**src/rtl/assert_macros.svh**
```systemverilog
`ifndef ASSERT_MACROS_SVH
`define ASSERT_MACROS_SVH

// plain property, checked on every rising clock edge out of reset
`define POI_ASSERT(label, prop, msg) \
    label: assert property (@(posedge clk) disable iff (!rst_n) (prop)) else $error(msg);

// overlapping implication
`define POI_ASSERT_IMP(label, ante, cons, msg) \
    label: assert property (@(posedge clk) disable iff (!rst_n) (ante) |-> (cons)) \
        else $error(msg);

`endif

```
**src/rtl/poi_pkg.sv**
```systemverilog
package poi_pkg;

    // apb map: one register at byte address 0
    localparam int APB_AW = 3;
    localparam logic [APB_AW-3:0] REG_YAW_GAIN = '0;
    localparam logic [15:0] YAW_GAIN_RST = 16'd960;

    // cordic start vector, 1/K in Q1.30
    localparam logic signed [32:0] CORDIC_X0 = 33'sd652032874;
    localparam int ATAN_IW = 5;

    // shared multiplier operand and product widths
    localparam int MUL_AW = 42;
    localparam int MUL_BW = 19;
    localparam int MUL_PW = MUL_AW + MUL_BW;

    // mm/s * us -> Q16.16 m, and Q16.16 rad/s * us -> binary angle
    localparam logic signed [MUL_BW-1:0] POS_SCALE = 19'sd70369;
    localparam logic signed [MUL_BW-1:0] ANG_SCALE = 19'sd174993;

    typedef struct packed {
        logic signed [15:0] cos_q;
        logic signed [15:0] sin_q;
    } sincos_t;

    typedef enum logic [16:0] {
        ST_IDLE     = 17'h00001,
        ST_VEL      = 17'h00002,
        ST_VEL_WB   = 17'h00004,
        ST_SC1_WAIT = 17'h00008,
        ST_M1       = 17'h00010,
        ST_M2       = 17'h00020,
        ST_M3       = 17'h00040,
        ST_M4       = 17'h00080,
        ST_M5       = 17'h00100,
        ST_M6       = 17'h00200,
        ST_M7       = 17'h00400,
        ST_M8       = 17'h00800,
        ST_M9       = 17'h01000,
        ST_M10      = 17'h02000,
        ST_HEAD     = 17'h04000,
        ST_SC2_WAIT = 17'h08000,
        ST_OUT      = 17'h10000
    } state_t;

    // arctangent of 2^-i as a 32-bit binary angle
    function automatic logic signed [31:0] atan_lut(input logic [ATAN_IW-1:0] idx);
        logic signed [31:0] v;
        case (idx)
            5'd0:    v = 32'sd536870912;
            5'd1:    v = 32'sd316933406;
            5'd2:    v = 32'sd167458907;
            5'd3:    v = 32'sd85004756;
            5'd4:    v = 32'sd42667331;
            5'd5:    v = 32'sd21354465;
            5'd6:    v = 32'sd10679838;
            5'd7:    v = 32'sd5340245;
            5'd8:    v = 32'sd2670163;
            5'd9:    v = 32'sd1335087;
            5'd10:   v = 32'sd667544;
            5'd11:   v = 32'sd333772;
            5'd12:   v = 32'sd166886;
            5'd13:   v = 32'sd83443;
            5'd14:   v = 32'sd41722;
            5'd15:   v = 32'sd20861;
            5'd16:   v = 32'sd10430;
            5'd17:   v = 32'sd5215;
            5'd18:   v = 32'sd2608;
            5'd19:   v = 32'sd1304;
            5'd20:   v = 32'sd652;
            5'd21:   v = 32'sd326;
            5'd22:   v = 32'sd163;
            5'd23:   v = 32'sd81;
            default: v = 32'sd0;
        endcase
        return v;
    endfunction

    // Q1.30 -> Q1.15 with round half up and clamp
    function automatic logic signed [15:0] round_q15(input logic signed [33:0] v);
        logic signed [34:0] t;
        logic signed [15:0] r;
        t = (35'(v) + 35'sd16384) >>> 15;
        if (t > 35'sd32767)
            r = 16'sh7fff;
        else if (t < -35'sd32768)
            r = 16'sh8000;
        else
            r = t[15:0];
        return r;
    endfunction

    // negate with the most negative value clamped
    function automatic logic signed [15:0] sat_neg16(input logic signed [15:0] v);
        logic signed [15:0] r;
        if (v == 16'sh8000)
            r = 16'sh7fff;
        else
            r = -v;
        return r;
    endfunction

endpackage

```
**src/rtl/poi_mul.sv**
```systemverilog
module poi_mul (
    input  logic                                clk,
    input  logic signed [poi_pkg::MUL_AW-1:0]   a,
    input  logic signed [poi_pkg::MUL_BW-1:0]   b,
    output logic signed [poi_pkg::MUL_PW-1:0]   p
);
    import poi_pkg::*;

    logic signed [MUL_PW-1:0] p_reg;

    always_ff @(posedge clk)
    begin
        p_reg <= MUL_PW'(a) * MUL_PW'(b);
    end

    assign p = p_reg;

endmodule

```
**config.mk**
```make
export PLATFORM = sky130hd
export DESIGN_NAME = poi_mul
export DESIGN_NICKNAME = d
export VERILOG_FILES = /design/src/rtl/assert_macros.svh /design/src/rtl/poi_pkg.sv /design/src/rtl/poi_mul.sv
export SDC_FILE = /design/constraint.sdc
export NUM_CORES = 2
export LEC_CHECK = 0
export BUFFER_PORTS_ARGS = -buffer_cell sky130_fd_sc_hd__buf_2
export CORE_UTILIZATION = 40
export CTS_BUF_LIST = sky130_fd_sc_hd__clkbuf_16
export DETAILED_ROUTE_END_ITERATION = 10
export PLACE_DENSITY_LB_ADDON = 0.05
export SETUP_SLACK_MARGIN = 0.1
export SYNTH_ARGS = -nofsm -noshare
export SYNTH_HDL_FRONTEND = slang
export SYNTH_SLANG_ARGS = --single-unit
```
**constraint.sdc**
```tcl
create_clock -name clk -period 17.9 [get_ports clk]
set_input_delay 3.58 -clock clk [delete_from_list [all_inputs] [get_ports clk]]
set_output_delay 3.58 -clock clk [all_outputs]
set_load 0.05 [all_outputs]
```
==> results.toml <==
[status]
status = "completed"

[synthesis]
synth.largest_area_cell = "fa_1"
ys_top_cells_by_count = "fa_1, inv_1, nand2_1, and2_1, clkbuf_1"
ys_types = 66
syn_area_per_cell_um2 = 9.191
ys_warn_count = 0
synthCells = 3037
synth_area_leaders = "fa_1, inv_1, ha_1"
ys.flop_type = "dfxtp_1"
yosysTopAreaCellShare_pct = 54.50
ys_async_sr_fraction_pct = 0
syn-cell-area_um2 = 27910
syn_nets = 4018
ys_seq_elements = 61
ys_seq_area_share_pct = 4.375
yosysMostFrequentCell = "fa_1"
synth_edf_count = 0

[timing]
worst_pin_slew_ns = 0.9888
slew_viol_final = 0
period_minus_slack_ns = 10.97
rsz0062_at_grt = "no"
final_hold_viol_count = 0
fmax_mhz = 91.13
tns_ns = 0
relSlewSlack_pct = 33.68
setup_violations = 0
hold_ws_ns = 3.733
fin_crit_sh_pct = 61.30

[floorplanning]
die_y_um = 266.2
core-area_um2 = 68830
die_w_um = 266.2
rows = 96
die_area_um2 = 70850
ios = 123
start_util_pct = 40.56

[hold_path]
holdCritPathClass = "in2reg"
holdCritStartpoint = "a[0]"
min_to = "p[0]"
hold_depth = 2

[routing]
wire_per_inst_um = 21.28
drt_wl_total_um = 84130
first_pass_iters = 5
routed_via_density = 5.022
ant_nets = 0
num_vias = 19860
drtIter0Drc = 1138
post-route-drc-count = 0

[clock_network]
cts-root-buf = "clkbuf_16"
postCtsSetupBuffers = 0
hold_buffers = 0
cts_repair_resize_count = 0
cts_tree = "done"
clk_pin_slew_worst_paths_ns = 0.07
htreeDepth = 3
clk_path_buf_depth = 2
cts_buffers = 9
clock_sinks = 61

[critical_path]
critPathLaunchType = "input pin"
critPathMaxFanout = 42
worstPathRequired_ns = 18.17
cp-end-kind = "register"
crit_type = "in2reg"
crit_arrival_ns = 11.24

[grt]
antenna_found_initial = 7
grt_start_max_net_pins = 43
track_usage_pct = 25.33
grt-ovfl-total = 0
grt_pass1_wl_um = 133300
grt_pass1_vias = 22240

[layout]
drive_gt1_share_pct = 5.659
nets = 3998
syn_to_final_growth_pct = 5.571
largest_reg_flops = 61

[place]
io_buffer_count = 122
place_hpwl_um = 65980
place_congestion = 0.8744

[flow_run]
drv_cap = 0
## placed cells by master (no fill, tap or decap), types with 10 or more instances in the layout
cell      netlist  final
fa_1          760    760
o21bai_1       14     14
nand2b_1       10     10
buf_2           4    122
nand2_1       521    521
nand4_1        11     11
buf_4           1     18
nand3_1        18     18
and3_1         11     11
dfxtp_1        61     61
inv_1         700    701
o21ai_0        27     27
nor2_1         64     64
a21oi_1        54     54
a211oi_1       10     10
xnor2_1        37     37
xor2_1         21     21
and2_1        273    273
ha_1          159    159
a21o_1         26     26
## critical path, cell delays in order
cell	delay, ns
buf_2	0.10
buf_4	0.57
nand2_1	0.17
fa_1	0.58
inv_1	0.06
fa_1	0.53
inv_1	0.05
fa_1	0.49
inv_1	0.06
fa_1	0.56
fa_1	0.43
fa_1	0.46
ha_1	0.29
ha_1	0.58
nand2_1	0.13
nor2_1	0.57
nand3_1	0.29
a211oi_1	0.88
o21ai_2	0.13
a31oi_2	0.32
o221ai_1	0.21
xnor2_1	0.15
## cell families after synthesis
family,after synthesis,share of synthesized area [%]
adder cells (fa/ha/maj),919,61.63
flip-flops,61,4.375
AO/OA/AOI/OAI,192,4.760
buffers and inverters,872,11.76
AND/OR/NAND/NOR,935,15.66
XOR/XNOR,58,1.820
## worst max path at each step
stage / start / to / depth (start not counted)
after floorplan: a[41] / p[58] / 23
after global placement: b[4] / p[40] / 22
after CTS: b[4] / p[57] / 22
after detailed placement: b[4] / p[57] / 22
after global routing: b[4] / p[59] / 22
final: b[4] / p[59] / 22
## routing by layer
layer | GRT usage, % | routed length (um)
met4 | 5.638 | 1671
met2 | 41.58 | 40260
met3 | 4.122 | 4436
met5 | 0 | 27
met1 | 35.18 | 37740
## layout make-up
| class | instances | area [um2] |
|---|---|---|
| clock inverter | 7 | 67.56 |
| inverter | 701 | 2631 |
| sequential | 61 | 1221 |
| multi-input combinational | 2104 | 23410 |
| clock buffer | 9 | 225.2 |
| fill | 6911 | 39360 |
| tap | 931 | 1165 |
| timing repair buffer | 140 | 745.7 |
| antenna | 1 | 2.502 |
## per-stage QoR
| step | utilization, % | instance area [um2] | std cells | worst slack (ns) |
|---|---|---|---|---|
| after floorplan | - | 27910 | 3037 | 8.142 |
| after global placement | 42.39 | 29170 | 3937 | 6.748 |
| after detailed placement | 42.39 | 29170 | 3937 | 6.723 |
| after CTS | 42.81 | 29470 | 3953 | 7.118 |
| after global routing | 42.81 | 29470 | 3953 | 6.662 |
| final | 42.82 | 29470 | 3954 | 6.927 |
Power is left out: the tool's default activity adds up to more than one toggle a clock period on the data nets, which glitch-free logic cannot reach.
