## src/rtl/assert_macros.svh

```systemverilog
`ifndef ASSERT_MACROS_SVH
`define ASSERT_MACROS_SVH

// plain property, checked on every rising clock edge out of reset
`define POI_ASSERT(label, prop, msg) \
    label: assert property (@(posedge clk) disable iff (!rst_n) (prop)) else $error(msg);

// overlapping implication
`define POI_ASSERT_IMP(label, ante, cons, msg) \
    label: assert property (@(posedge clk) disable iff (!rst_n) (ante) |-> (cons)) \
        else $error(msg);

`endif

```

## src/rtl/poi_pkg.sv

```systemverilog
package poi_pkg;

    // apb map: one register at byte address 0
    localparam int APB_AW = 3;
    localparam logic [APB_AW-3:0] REG_YAW_GAIN = '0;
    localparam logic [15:0] YAW_GAIN_RST = 16'd960;

    // cordic start vector, 1/K in Q1.30
    localparam logic signed [32:0] CORDIC_X0 = 33'sd652032874;
    localparam int ATAN_IW = 5;

    // shared multiplier operand and product widths
    localparam int MUL_AW = 42;
    localparam int MUL_BW = 19;
    localparam int MUL_PW = MUL_AW + MUL_BW;

    // mm/s * us -> Q16.16 m, and Q16.16 rad/s * us -> binary angle
    localparam logic signed [MUL_BW-1:0] POS_SCALE = 19'sd70369;
    localparam logic signed [MUL_BW-1:0] ANG_SCALE = 19'sd174993;

    typedef struct packed {
        logic signed [15:0] cos_q;
        logic signed [15:0] sin_q;
    } sincos_t;

    typedef enum logic [16:0] {
        ST_IDLE     = 17'h00001,
        ST_VEL      = 17'h00002,
        ST_VEL_WB   = 17'h00004,
        ST_SC1_WAIT = 17'h00008,
        ST_M1       = 17'h00010,
        ST_M2       = 17'h00020,
        ST_M3       = 17'h00040,
        ST_M4       = 17'h00080,
        ST_M5       = 17'h00100,
        ST_M6       = 17'h00200,
        ST_M7       = 17'h00400,
        ST_M8       = 17'h00800,
        ST_M9       = 17'h01000,
        ST_M10      = 17'h02000,
        ST_HEAD     = 17'h04000,
        ST_SC2_WAIT = 17'h08000,
        ST_OUT      = 17'h10000
    } state_t;

    // arctangent of 2^-i as a 32-bit binary angle
    function automatic logic signed [31:0] atan_lut(input logic [ATAN_IW-1:0] idx);
        logic signed [31:0] v;
        case (idx)
            5'd0:    v = 32'sd536870912;
            5'd1:    v = 32'sd316933406;
            5'd2:    v = 32'sd167458907;
            5'd3:    v = 32'sd85004756;
            5'd4:    v = 32'sd42667331;
            5'd5:    v = 32'sd21354465;
            5'd6:    v = 32'sd10679838;
            5'd7:    v = 32'sd5340245;
            5'd8:    v = 32'sd2670163;
            5'd9:    v = 32'sd1335087;
            5'd10:   v = 32'sd667544;
            5'd11:   v = 32'sd333772;
            5'd12:   v = 32'sd166886;
            5'd13:   v = 32'sd83443;
            5'd14:   v = 32'sd41722;
            5'd15:   v = 32'sd20861;
            5'd16:   v = 32'sd10430;
            5'd17:   v = 32'sd5215;
            5'd18:   v = 32'sd2608;
            5'd19:   v = 32'sd1304;
            5'd20:   v = 32'sd652;
            5'd21:   v = 32'sd326;
            5'd22:   v = 32'sd163;
            5'd23:   v = 32'sd81;
            default: v = 32'sd0;
        endcase
        return v;
    endfunction

    // Q1.30 -> Q1.15 with round half up and clamp
    function automatic logic signed [15:0] round_q15(input logic signed [33:0] v);
        logic signed [34:0] t;
        logic signed [15:0] r;
        t = (35'(v) + 35'sd16384) >>> 15;
        if (t > 35'sd32767)
            r = 16'sh7fff;
        else if (t < -35'sd32768)
            r = 16'sh8000;
        else
            r = t[15:0];
        return r;
    endfunction

    // negate with the most negative value clamped
    function automatic logic signed [15:0] sat_neg16(input logic signed [15:0] v);
        logic signed [15:0] r;
        if (v == 16'sh8000)
            r = 16'sh7fff;
        else
            r = -v;
        return r;
    endfunction

endpackage

```

## src/rtl/poi_cfg.sv

```systemverilog
module poi_cfg (
    input  logic                         clk,
    input  logic                         rst_n,
    input  logic                         psel,
    input  logic                         penable,
    input  logic                         pwrite,
    input  logic [poi_pkg::APB_AW-1:0]   paddr,
    input  logic [31:0]                  pwdata,
    output logic [31:0]                  prdata,
    output logic                         pready,
    output logic [15:0]                  yaw_gain
);
    import poi_pkg::*;

    logic [15:0] yaw_gain_reg;
    logic        sel_gain;
    logic        wr_en;

    assign pready   = 1'b1;
    assign sel_gain = (paddr[APB_AW-1:2] == REG_YAW_GAIN);
    assign wr_en    = psel && penable && pwrite && pready;

    always_ff @(posedge clk or negedge rst_n)
    begin
        if (!rst_n)
        begin
            yaw_gain_reg <= YAW_GAIN_RST;
        end
        else if (wr_en && sel_gain)
        begin
            yaw_gain_reg <= pwdata[15:0];
        end
    end

    assign prdata   = sel_gain ? {16'd0, yaw_gain_reg} : 32'd0;
    assign yaw_gain = yaw_gain_reg;

endmodule

```

## config.mk

```make
export PLATFORM = sky130hd
export DESIGN_NAME = poi_cfg
export DESIGN_NICKNAME = d
export VERILOG_FILES = /design/src/rtl/assert_macros.svh /design/src/rtl/poi_pkg.sv /design/src/rtl/poi_cfg.sv
export SDC_FILE = /design/constraint.sdc
export NUM_CORES = 1
export LEC_CHECK = 0
export ABC_AREA = 0
export ABC_CLOCK_PERIOD_IN_PS = 950
export BUFFER_PORTS_ARGS = -buffer_cell sky130_fd_sc_hd__buf_4
export CORE_UTILIZATION = 37
export CTS_BUF_LIST = sky130_fd_sc_hd__clkbuf_4 sky130_fd_sc_hd__clkbuf_8
export CTS_CLUSTER_DIAMETER = 30
export CTS_CLUSTER_SIZE = 24
export DETAILED_ROUTE_END_ITERATION = 7
export MAX_ROUTING_LAYER = met4
export PLACE_DENSITY = 0.82
export SETUP_SLACK_MARGIN = 0.02
export SLEW_MARGIN = 5
export SYNTH_ARGS = -nofsm -noshare
export SYNTH_HDL_FRONTEND = slang
export SYNTH_SLANG_ARGS = --single-unit
```

## constraint.sdc

```tcl
create_clock -name clk -period 0.95 [get_ports clk]
set_input_delay 0.095 -clock clk [delete_from_list [all_inputs] [get_ports clk]]
set_output_delay 0.095 -clock clk [all_outputs]
set_load 0.05 [all_outputs]
```

==> results_dict.tcl <==
set metrics [dict create \
    status "complete, but fails checks" \
    violations "setup timing" \
    area_growth_pct 88.5 \
    fmax_ghz 0.796 \
    slew_viol_final 0 \
    drv_cap 0 \
    post_drt_wl_per_cell_um 15.3 \
    cp_max_fo 2 \
    coreArea_sq_um 2250 \
    min_period_ns 1.26 \
    place_inst 150 \
    finClkSkew_ns 0 \
    path_cells "nor2b_4 > buf_8" \
    dp_hpwl_um 1460 \
    clockBufferDepth 2 \
    h-tree-depth 1 \
    cts.sinks 16 \
    drive_gt1_share_pct 87.1 \
    slowest_delay_ns 0.56 \
    die-width_um 51.4 \
    layout_common_cells "buf_6, buf_4, conb_1, dfrtp_2" \
    cp_data_required_time_ns 0.85 \
    insertedDiodeCount 0 \
    critPathKind "register to output pin" \
    vdd_ir_drop_max_mv 1.42 \
    whs_ns 0.0460 \
    start_kind "register" \
    end_kind "output pin" \
    slowest_stage "dfstp_2" \
    clkTransAtPathRegs_ns 0.09 \
    ys_ff_latch 16 \
    rr_endpoint "yaw_gain[0]" \
    arrival_ns 1.16 \
    fin_ws_ns -0.307 \
    grt_max_degree 17 \
    synth_area_sq_um 905 \
    ys_warn_count 0 \
    wl_um 2560 \
    insertion_delay_ns 0.27 \
    totalNegativeSetupSlack_ns -4.26 \
    grtUsageTotal_pct 17.8 \
    die_height_um 51.4 \
    grt_pass1_wl_um 3280 \
    rr_startpoint "yaw_gain[0]" \
    synth_cell_type_count 11 \
    hold_violations 0 \
    initial_core_util_pct 40.1 \
    syn_inst 70 \
    path_buf_inv 1 \
    power_mw 3.87 \
    dieArea_sq_um 2650 \
    final_core_util_pct 75.6 \
    cp.depth 2 \
    crit_start "yaw_gain[9]" \
    synth_area_per_cell_sq_um 12.9 \
    portBuffers 53 \
    yosysSeqAreaShare_pct 44.8 \
    first_pass_iters 4 \
    grt_remaining_overflow 0 \
    fin_crit_sh_pct 132 \
    rr_worst_depth 3 \
    cp-endpoint "prdata[9]" \
    layout_commonest_cell "buf_6" \
    finish.instance_area_sq_um 1710 \
    fillers 124 \
    p_leak_nw 0.876 \
    rsz0062_at_grt "yes" \
    routed_via_density 4.37 \
    via_count 730 \
    drtIter0Drc 3 \
    cts_made_buffers 3 \
    fin_cells 167 \
    min_from "pwdata[7]" \
    dp_slack_ns -0.0337 \
    num_rows 17 \
    gp_congestion 0.604 \
    largest_register_ffs 16 \
    r2r_slack_ns -0.06 \
    grt_pass1_vias 680 \
    p_per_area_nw_per_um2 2270 \
    cpLargestDelayFamily "flip-flops" \
    ant_nets 0 \
    antenna_found_initial 0 \
    drcViolationCount 0 \
    setup_viol 32 \
    cts_tree "built" \
    ios 89 \
    place_area_sq_um 1390 \
    root_buffer "clkbuf_4" \
    final_nets 180 \
    hp-class "primary input to register" \
]
[worst min-delay path by stage]
stage	endpoint	slack, ns	depth (start not counted)
2_1_floorplan	yaw_gain[0]	-0.20	0
3_3_place_gp	yaw_gain[12]	-0.03	1
3_5_place_dp	yaw_gain[12]	-0.04	1
4_1_cts	yaw_gain[3]	0.04	2
5_1_grt	yaw_gain[7]	0.03	2
6_report	yaw_gain[7]	0.05	2
[cell families after synthesis]
logic type             share of synthesized area, %
multiplexers                                   24.1
flip-flops                                     44.8
other                                         0.830
AND/OR/NAND/NOR                                14.5
buffers and inverters                          15.8
[final cells by class]
type | instances | area [sq um] | area share [%]
Tap cell | 28 | 35.0 | 2.05
Timing Repair Buffer | 69 | 717 | 42.0
Multi-Input combinational cell | 50 | 503 | 29.5
Clock buffer | 4 | 30.0 | 1.76
Sequential cell | 16 | 420 | 24.7
[timing repair]
action                     4_1_cts  5_1_grt
pin swaps                        0        0
hold buffers                     1        0
setup endpoints to repair       32       32
hold endpoints to repair        16        0
resized for setup               37       12
buffers inserted                 4        8
[cell usage after synthesis, drive strengths merged]
cell type  count  area, sq um
conb           2         7.51
dfstp          4          105
dfrtp         12          300
nor2b         10         62.6
mux2          16          218
clkbuf         1         3.75
buf           18          139
nand4b         1         23.8
and2b          6         45.0
[layer usage]
metal	vias up	wire length, um	track usage (%)
met4	0	0	4.05
li1	331	-	-
met1	351	973	19.7
met2	48	1400	32.9
met3	0	186	3.27
met5	-	0	-
[report_power, final]
group	switching [mW]	total [mW]	internal, mW
registers	0.153	1.04	0.883
clock network	0.197	0.388	0.191
logic	1.35	2.44	1.09
total	1.70	3.87	2.16
(Power assumes the default switching activity.)
