--- src/rtl/assert_macros.svh ---
`ifndef ASSERT_MACROS_SVH
`define ASSERT_MACROS_SVH

// plain property, checked on every rising clock edge out of reset
`define POI_ASSERT(label, prop, msg) \
    label: assert property (@(posedge clk) disable iff (!rst_n) (prop)) else $error(msg);

// overlapping implication
`define POI_ASSERT_IMP(label, ante, cons, msg) \
    label: assert property (@(posedge clk) disable iff (!rst_n) (ante) |-> (cons)) \
        else $error(msg);

`endif

--- src/rtl/poi_pkg.sv ---
package poi_pkg;

    // apb map: one register at byte address 0
    localparam int APB_AW = 3;
    localparam logic [APB_AW-3:0] REG_YAW_GAIN = '0;
    localparam logic [15:0] YAW_GAIN_RST = 16'd960;

    // cordic start vector, 1/K in Q1.30
    localparam logic signed [32:0] CORDIC_X0 = 33'sd652032874;
    localparam int ATAN_IW = 5;

    // shared multiplier operand and product widths
    localparam int MUL_AW = 42;
    localparam int MUL_BW = 19;
    localparam int MUL_PW = MUL_AW + MUL_BW;

    // mm/s * us -> Q16.16 m, and Q16.16 rad/s * us -> binary angle
    localparam logic signed [MUL_BW-1:0] POS_SCALE = 19'sd70369;
    localparam logic signed [MUL_BW-1:0] ANG_SCALE = 19'sd174993;

    typedef struct packed {
        logic signed [15:0] cos_q;
        logic signed [15:0] sin_q;
    } sincos_t;

    typedef enum logic [16:0] {
        ST_IDLE     = 17'h00001,
        ST_VEL      = 17'h00002,
        ST_VEL_WB   = 17'h00004,
        ST_SC1_WAIT = 17'h00008,
        ST_M1       = 17'h00010,
        ST_M2       = 17'h00020,
        ST_M3       = 17'h00040,
        ST_M4       = 17'h00080,
        ST_M5       = 17'h00100,
        ST_M6       = 17'h00200,
        ST_M7       = 17'h00400,
        ST_M8       = 17'h00800,
        ST_M9       = 17'h01000,
        ST_M10      = 17'h02000,
        ST_HEAD     = 17'h04000,
        ST_SC2_WAIT = 17'h08000,
        ST_OUT      = 17'h10000
    } state_t;

    // arctangent of 2^-i as a 32-bit binary angle
    function automatic logic signed [31:0] atan_lut(input logic [ATAN_IW-1:0] idx);
        logic signed [31:0] v;
        case (idx)
            5'd0:    v = 32'sd536870912;
            5'd1:    v = 32'sd316933406;
            5'd2:    v = 32'sd167458907;
            5'd3:    v = 32'sd85004756;
            5'd4:    v = 32'sd42667331;
            5'd5:    v = 32'sd21354465;
            5'd6:    v = 32'sd10679838;
            5'd7:    v = 32'sd5340245;
            5'd8:    v = 32'sd2670163;
            5'd9:    v = 32'sd1335087;
            5'd10:   v = 32'sd667544;
            5'd11:   v = 32'sd333772;
            5'd12:   v = 32'sd166886;
            5'd13:   v = 32'sd83443;
            5'd14:   v = 32'sd41722;
            5'd15:   v = 32'sd20861;
            5'd16:   v = 32'sd10430;
            5'd17:   v = 32'sd5215;
            5'd18:   v = 32'sd2608;
            5'd19:   v = 32'sd1304;
            5'd20:   v = 32'sd652;
            5'd21:   v = 32'sd326;
            5'd22:   v = 32'sd163;
            5'd23:   v = 32'sd81;
            default: v = 32'sd0;
        endcase
        return v;
    endfunction

    // Q1.30 -> Q1.15 with round half up and clamp
    function automatic logic signed [15:0] round_q15(input logic signed [33:0] v);
        logic signed [34:0] t;
        logic signed [15:0] r;
        t = (35'(v) + 35'sd16384) >>> 15;
        if (t > 35'sd32767)
            r = 16'sh7fff;
        else if (t < -35'sd32768)
            r = 16'sh8000;
        else
            r = t[15:0];
        return r;
    endfunction

    // negate with the most negative value clamped
    function automatic logic signed [15:0] sat_neg16(input logic signed [15:0] v);
        logic signed [15:0] r;
        if (v == 16'sh8000)
            r = 16'sh7fff;
        else
            r = -v;
        return r;
    endfunction

endpackage

--- src/rtl/poi_cordic.sv ---
module poi_cordic #(
    parameter int STAGES = 16
) (
    input  logic              clk,
    input  logic              rst_n,
    input  logic              start,
    input  logic [31:0]       angle,
    output logic              busy,
    output logic              done,
    output poi_pkg::sincos_t  result
);
    import poi_pkg::*;

    localparam int CW = $clog2(STAGES + 1);

    logic              run_reg;
    logic              done_reg;
    logic [CW-1:0]     cnt_reg;
    logic signed [32:0] x_reg;
    logic signed [32:0] y_reg;
    logic signed [31:0] z_reg;
    logic [1:0]        quad_reg;
    sincos_t           res_reg;

    logic signed [32:0] dx;
    logic signed [32:0] dy;
    logic signed [31:0] atan_v;
    logic               last;
    logic signed [33:0] rc;
    logic signed [33:0] rs;

    assign dx     = y_reg >>> cnt_reg;
    assign dy     = x_reg >>> cnt_reg;
    assign atan_v = atan_lut(ATAN_IW'(cnt_reg));
    assign last   = (cnt_reg == CW'(STAGES));

    // fold the first-quadrant result back into the full circle
    always_comb
    begin
        case (quad_reg)
            2'd0:
            begin
                rc = 34'(x_reg);
                rs = 34'(y_reg);
            end
            2'd1:
            begin
                rc = -34'(y_reg);
                rs = 34'(x_reg);
            end
            2'd2:
            begin
                rc = -34'(x_reg);
                rs = -34'(y_reg);
            end
            default:
            begin
                rc = 34'(y_reg);
                rs = -34'(x_reg);
            end
        endcase
    end

    always_ff @(posedge clk or negedge rst_n)
    begin
        if (!rst_n)
        begin
            run_reg  <= 1'b0;
            done_reg <= 1'b0;
            cnt_reg  <= '0;
        end
        else
        begin
            done_reg <= 1'b0;
            if (start)
            begin
                run_reg <= 1'b1;
                cnt_reg <= '0;
            end
            else if (run_reg)
            begin
                if (last)
                begin
                    run_reg  <= 1'b0;
                    done_reg <= 1'b1;
                end
                else
                begin
                    cnt_reg <= cnt_reg + 1'b1;
                end
            end
        end
    end

    always_ff @(posedge clk)
    begin
        if (start)
        begin
            x_reg    <= CORDIC_X0;
            y_reg    <= '0;
            z_reg    <= {2'b00, angle[29:0]};
            quad_reg <= angle[31:30];
        end
        else if (run_reg && !last)
        begin
            if (!z_reg[31])
            begin
                x_reg <= x_reg - dx;
                y_reg <= y_reg + dy;
                z_reg <= z_reg - atan_v;
            end
            else
            begin
                x_reg <= x_reg + dx;
                y_reg <= y_reg - dy;
                z_reg <= z_reg + atan_v;
            end
        end
        if (run_reg && last)
        begin
            res_reg.cos_q <= round_q15(rc);
            res_reg.sin_q <= round_q15(rs);
        end
    end

    assign busy   = run_reg;
    assign done   = done_reg;
    assign result = res_reg;

endmodule
--- config.mk ---
export PLATFORM = sky130hd
export DESIGN_NAME = poi_cordic
export DESIGN_NICKNAME = d
export VERILOG_FILES = /design/src/rtl/assert_macros.svh /design/src/rtl/poi_pkg.sv /design/src/rtl/poi_cordic.sv
export SDC_FILE = /design/constraint.sdc
export NUM_CORES = 1
export LEC_CHECK = 0
export BUFFER_PORTS_ARGS = -buffer_cell sky130_fd_sc_hd__buf_2
export CAP_MARGIN = 20
export CORE_ASPECT_RATIO = 0.5
export CORE_MARGIN = 2
export CORE_UTILIZATION = 45
export CTS_CLUSTER_SIZE = 14
export DETAILED_ROUTE_END_ITERATION = 6
export HOLD_SLACK_MARGIN = 0.06
export SYNTH_ARGS = -nofsm -noshare
export SYNTH_HDL_FRONTEND = slang
export SYNTH_SLANG_ARGS = --single-unit
--- constraint.sdc ---
create_clock -name clk -period 15 [get_ports clk]
set_input_delay 1.5 -clock clk [delete_from_list [all_inputs] [get_ports clk]]
set_output_delay 1.5 -clock clk [all_outputs]
set_load 0.005 [all_outputs]
==> impl_metrics.py <==
metrics = {
    "timing": {
        "final.setup_skew_ns": 0.0170,
        "worst-slew-pin-transition_ns": 1.17,
        "period_needed_ns": 7.90,
        "finalMaxSlewViolations": 0,
        "setup_repair_after_global_routing_missed_its_margin": "no",
        "timing.final.hold_violations": 0,
        "layout_worst_path_cycle_share": 0.526,
        "maxClockFrequency_mhz": 127,
        "holdWs_ns": 0.520,
        "fin_tns_setup_ns": 0,
        "max-slew-margin-rel": 0.220,
        "final_report_setup_violation_count": 0,
    },
    "floorplanning": {
        "design.portCount": 69,
        "placement_rows": 54,
        "die_area_sq_um": 46100,
        "floorplan.die.width_microns": 302,
        "design.core.area_sq_um": 43600,
        "floorplan.initialDensity": 0.457,
        "fp.dieH_microns": 153,
    },
    "grt": {
        "gr-total-overflow": 0,
        "wire_length_of_the_first_global_routing_pass_mm": 110,
        "grt_pass1_vias": 18100,
        "antenna_violations_before_repair": 1,
        "grt_max_degree": 73,
        "groute.usage.overall": 0.309,
    },
    "clocking": {
        "h-tree-depth": 4,
        "clock_sinks": 139,
        "cts_root_buf": "clkbuf_16",
        "cts_buffers": 17,
        "cts_tree": "done",
        "cts_resized": 0,
        "hold_buffers": 0,
        "maximum_buffer_depth_of_the_clock_tree": 2,
        "worst_setup_hold_path_clk_slew_ns": 0.08,
        "cts.repair_timing.setup_buffer_count": 0,
        "clkLatencyLatePin_ns": 0.48,
    },
    "yosys": {
        "mappedNetlistArea_sq_um": 19900,
        "synth-async-reset-ratio": 0.0504,
        "synth_flop_cell": "dfxtp_1",
        "synthesis.instances": 2496,
        "synth_area_per_cell_sq_um": 7.99,
        "yosysMostFrequentCell": "nand2_1",
        "synth_area_leaders": "edfxtp_1 (9.6%), mux4_2 (9.3%), ha_1 (6.8%)",
        "yosys.area_share.adder": 0.0714,
        "synth.top_cells.by_count": "nand2_1 (270), a21oi_1 (201), nor2_1 (177)",
        "synth-xor-area-share": 0.110,
        "synth-edff-count": 64,
        "yosysWarnings": 0,
        "synth-seq-cells": 139,
        "mappedNetlistNets": 2643,
        "main_combinational_cell_family_by_area_after_synthesis": "compound AO/OA/AOI/OAI gates",
        "post_synth_mux_area_share": 0.157,
        "seq_area_frac_synth": 0.173,
        "fraction_of_synthesized_cell_area_taken_by_the_top_area_cell_type": 0.0964,
        "synthDistinctLibCells": 93,
        "synth-compound-area-share": 0.246,
        "synth_simple_gate_area_frac": 0.193,
        "yosysTopAreaCell": "edfxtp_1",
    },
    "cells_and_area": {
        "post_route_cells_drive_above_1_share": 0.140,
        "fillers": 4319,
        "synthToLayoutAreaGrowth_pct": 6.62,
        "num_antenna_cells": 0,
        "nNetsFinal": 2591,
    },
    "route": {
        "wire_per_inst_microns": 23.8,
        "post_drt_via_cell_ratio": 6.54,
        "drt_pre_antenna_iters": 7,
        "detailroute.via_count": 19900,
        "route.antenna.remaining_nets": 0,
        "postRouteWirelength_mm": 72.4,
        "drc_errors": 2,
        "drt_first_iter_violations": 2403,
    },
    "placement": {
        "sum_of_net_half_perimeters_after_detailed_placement_mm": 52.6,
        "port_bufs": 68,
        "gp_routability_congestion": 1.02,
    },
    "pwr": {
        "cellLeakagePower_uw": 0.00813,
        "ir_drop_mv": 0.126,
        "cellPowerDensity_nw_per_um2": 276,
    },
    "outcome": {
        "failing_checks": "DRC",
        "status": "complete, but fails checks",
    },
    "setup_path": {
        "critical-path-max-stage-delay_ns": 0.94,
        "critical_path.max_fanout": 47,
        "crit_path_start_kind": "flop",
        "timing.setup.critical_path_class": "flop to flop",
        "crit_arrival_ns": 8.22,
        "crit_slowest_cell": "dfrtp_4",
        "cp.required_ns": 15.32,
        "worstSetupEndpointType": "flop",
    },
    "min_path": {
        "timing.hold.worst.class": "flop to flop",
    },
    "run": {
        "maxCapViolCount": 0,
    },
}
-- cell type report --
| class | count | area (sq um) | area share |
|---|---|---|---|
| clock inverters | 15 | 138 | 0.00647 |
| multi-input cells | 2111 | 15500 | 0.731 |
| flip-flops and latches | 139 | 3470 | 0.163 |
| inverters | 52 | 195 | 0.00918 |
| well taps | 588 | 736 | 0.0346 |
| clock buffers | 17 | 425 | 0.0200 |
| repair buffers | 123 | 753 | 0.0354 |
-- cells in the final DEF, fill, tap and decap left out, types with 28 or more instances in the layout --
master	n
nor2_1	177
and2_1	28
a31oi_1	55
nand3_1	53
a21o_1	46
o21ai_0	167
nor3_1	49
buf_4	55
mux4_2	82
nand2_1	270
edfxtp_1	64
xor2_1	100
dfxtp_1	67
a21oi_1	201
ha_1	109
mux2_2	50
inv_1	47
buf_2	68
xnor2_1	151
mux2i_1	72
-- critical path: cells and delay by family (launching register included) --
| kind | cells | cell delay [ns] |
|---|---|---|
| AOI/OAI and AO/OA | 12 | 3.01 |
| xor gates and xnor gates | 1 | 0.25 |
| adders and majority gates | 3 | 0.99 |
| buffers and inverters | 4 | 1.40 |
| DFF | 1 | 0.94 |
| muxes | 1 | 0.21 |
| and+or+nand+nor | 5 | 0.87 |
-- per-stage QoR --
step | utilization | std cells | setup slack, ns | power (uW) | cell area (sq um)
finish | 0.487 | 3045 | 7.10 | 5880 | 21300
global route | 0.487 | 3045 | 6.31 | 6390 | 21300
CTS | 0.487 | 3044 | 7.13 | 5790 | 21300
detailed placement | 0.474 | 3012 | 7.17 | 5320 | 20700
global placement | 0.474 | 3012 | 7.32 | 5300 | 20700
floorplan | - | 2496 | 8.58 | 4300 | 19900
-- cell families (layout without fill, tap and decap cells) --
family	Yosys count	after routing
AO/OA/AOI/OAI	754	754
XOR/XNOR	251	251
adder cells (fa/ha/maj)	112	112
buffers and inverters	246	207
flip-flops	139	139
multiplexers	204	204
AND/OR/NAND/NOR	790	790
-- path summary, 6_finish.rpt --
kind	startpoint	to	cells after the start	slack (ns)
hold reg to reg	z_reg[30]$_SDFFE_PP0P_	z_reg[30]$_SDFFE_PP0P_	1	0.52
setup reg to reg	cnt_reg[0]$_DFFE_PN0P_	z_reg[31]$_SDFFE_PP0P_	26	7.10
hold / removal	z_reg[30]$_SDFFE_PP0P_	z_reg[30]$_SDFFE_PP0P_	1	0.52
min in group asynchronous	rst_n	cnt_reg[0]$_DFFE_PN0P_	1	0.86
max in group asynchronous	rst_n	cnt_reg[1]$_DFFE_PN0P_	1	13.92
setup / recovery	cnt_reg[0]$_DFFE_PN0P_	z_reg[31]$_SDFFE_PP0P_	26	7.10
-- power by group --
group          internal, uW  switching [uW]
Sequential              578             248
Clock                   230             200
Combinational          2010            2610
-- layer usage --
| metal | global-route usage | part of all wire | vias up |
|---|---|---|---|
| li1 | - | - | 9253 |
| met1 | 0.442 | 0.44 | 9455 |
| met2 | 0.448 | 0.42 | 1054 |
| met3 | 0.0814 | 0.11 | 150 |
| met4 | 0.104 | 0.033 | 2 |
| met5 | 0 | 0.00014 | - |
(Power assumes the default switching activity.)
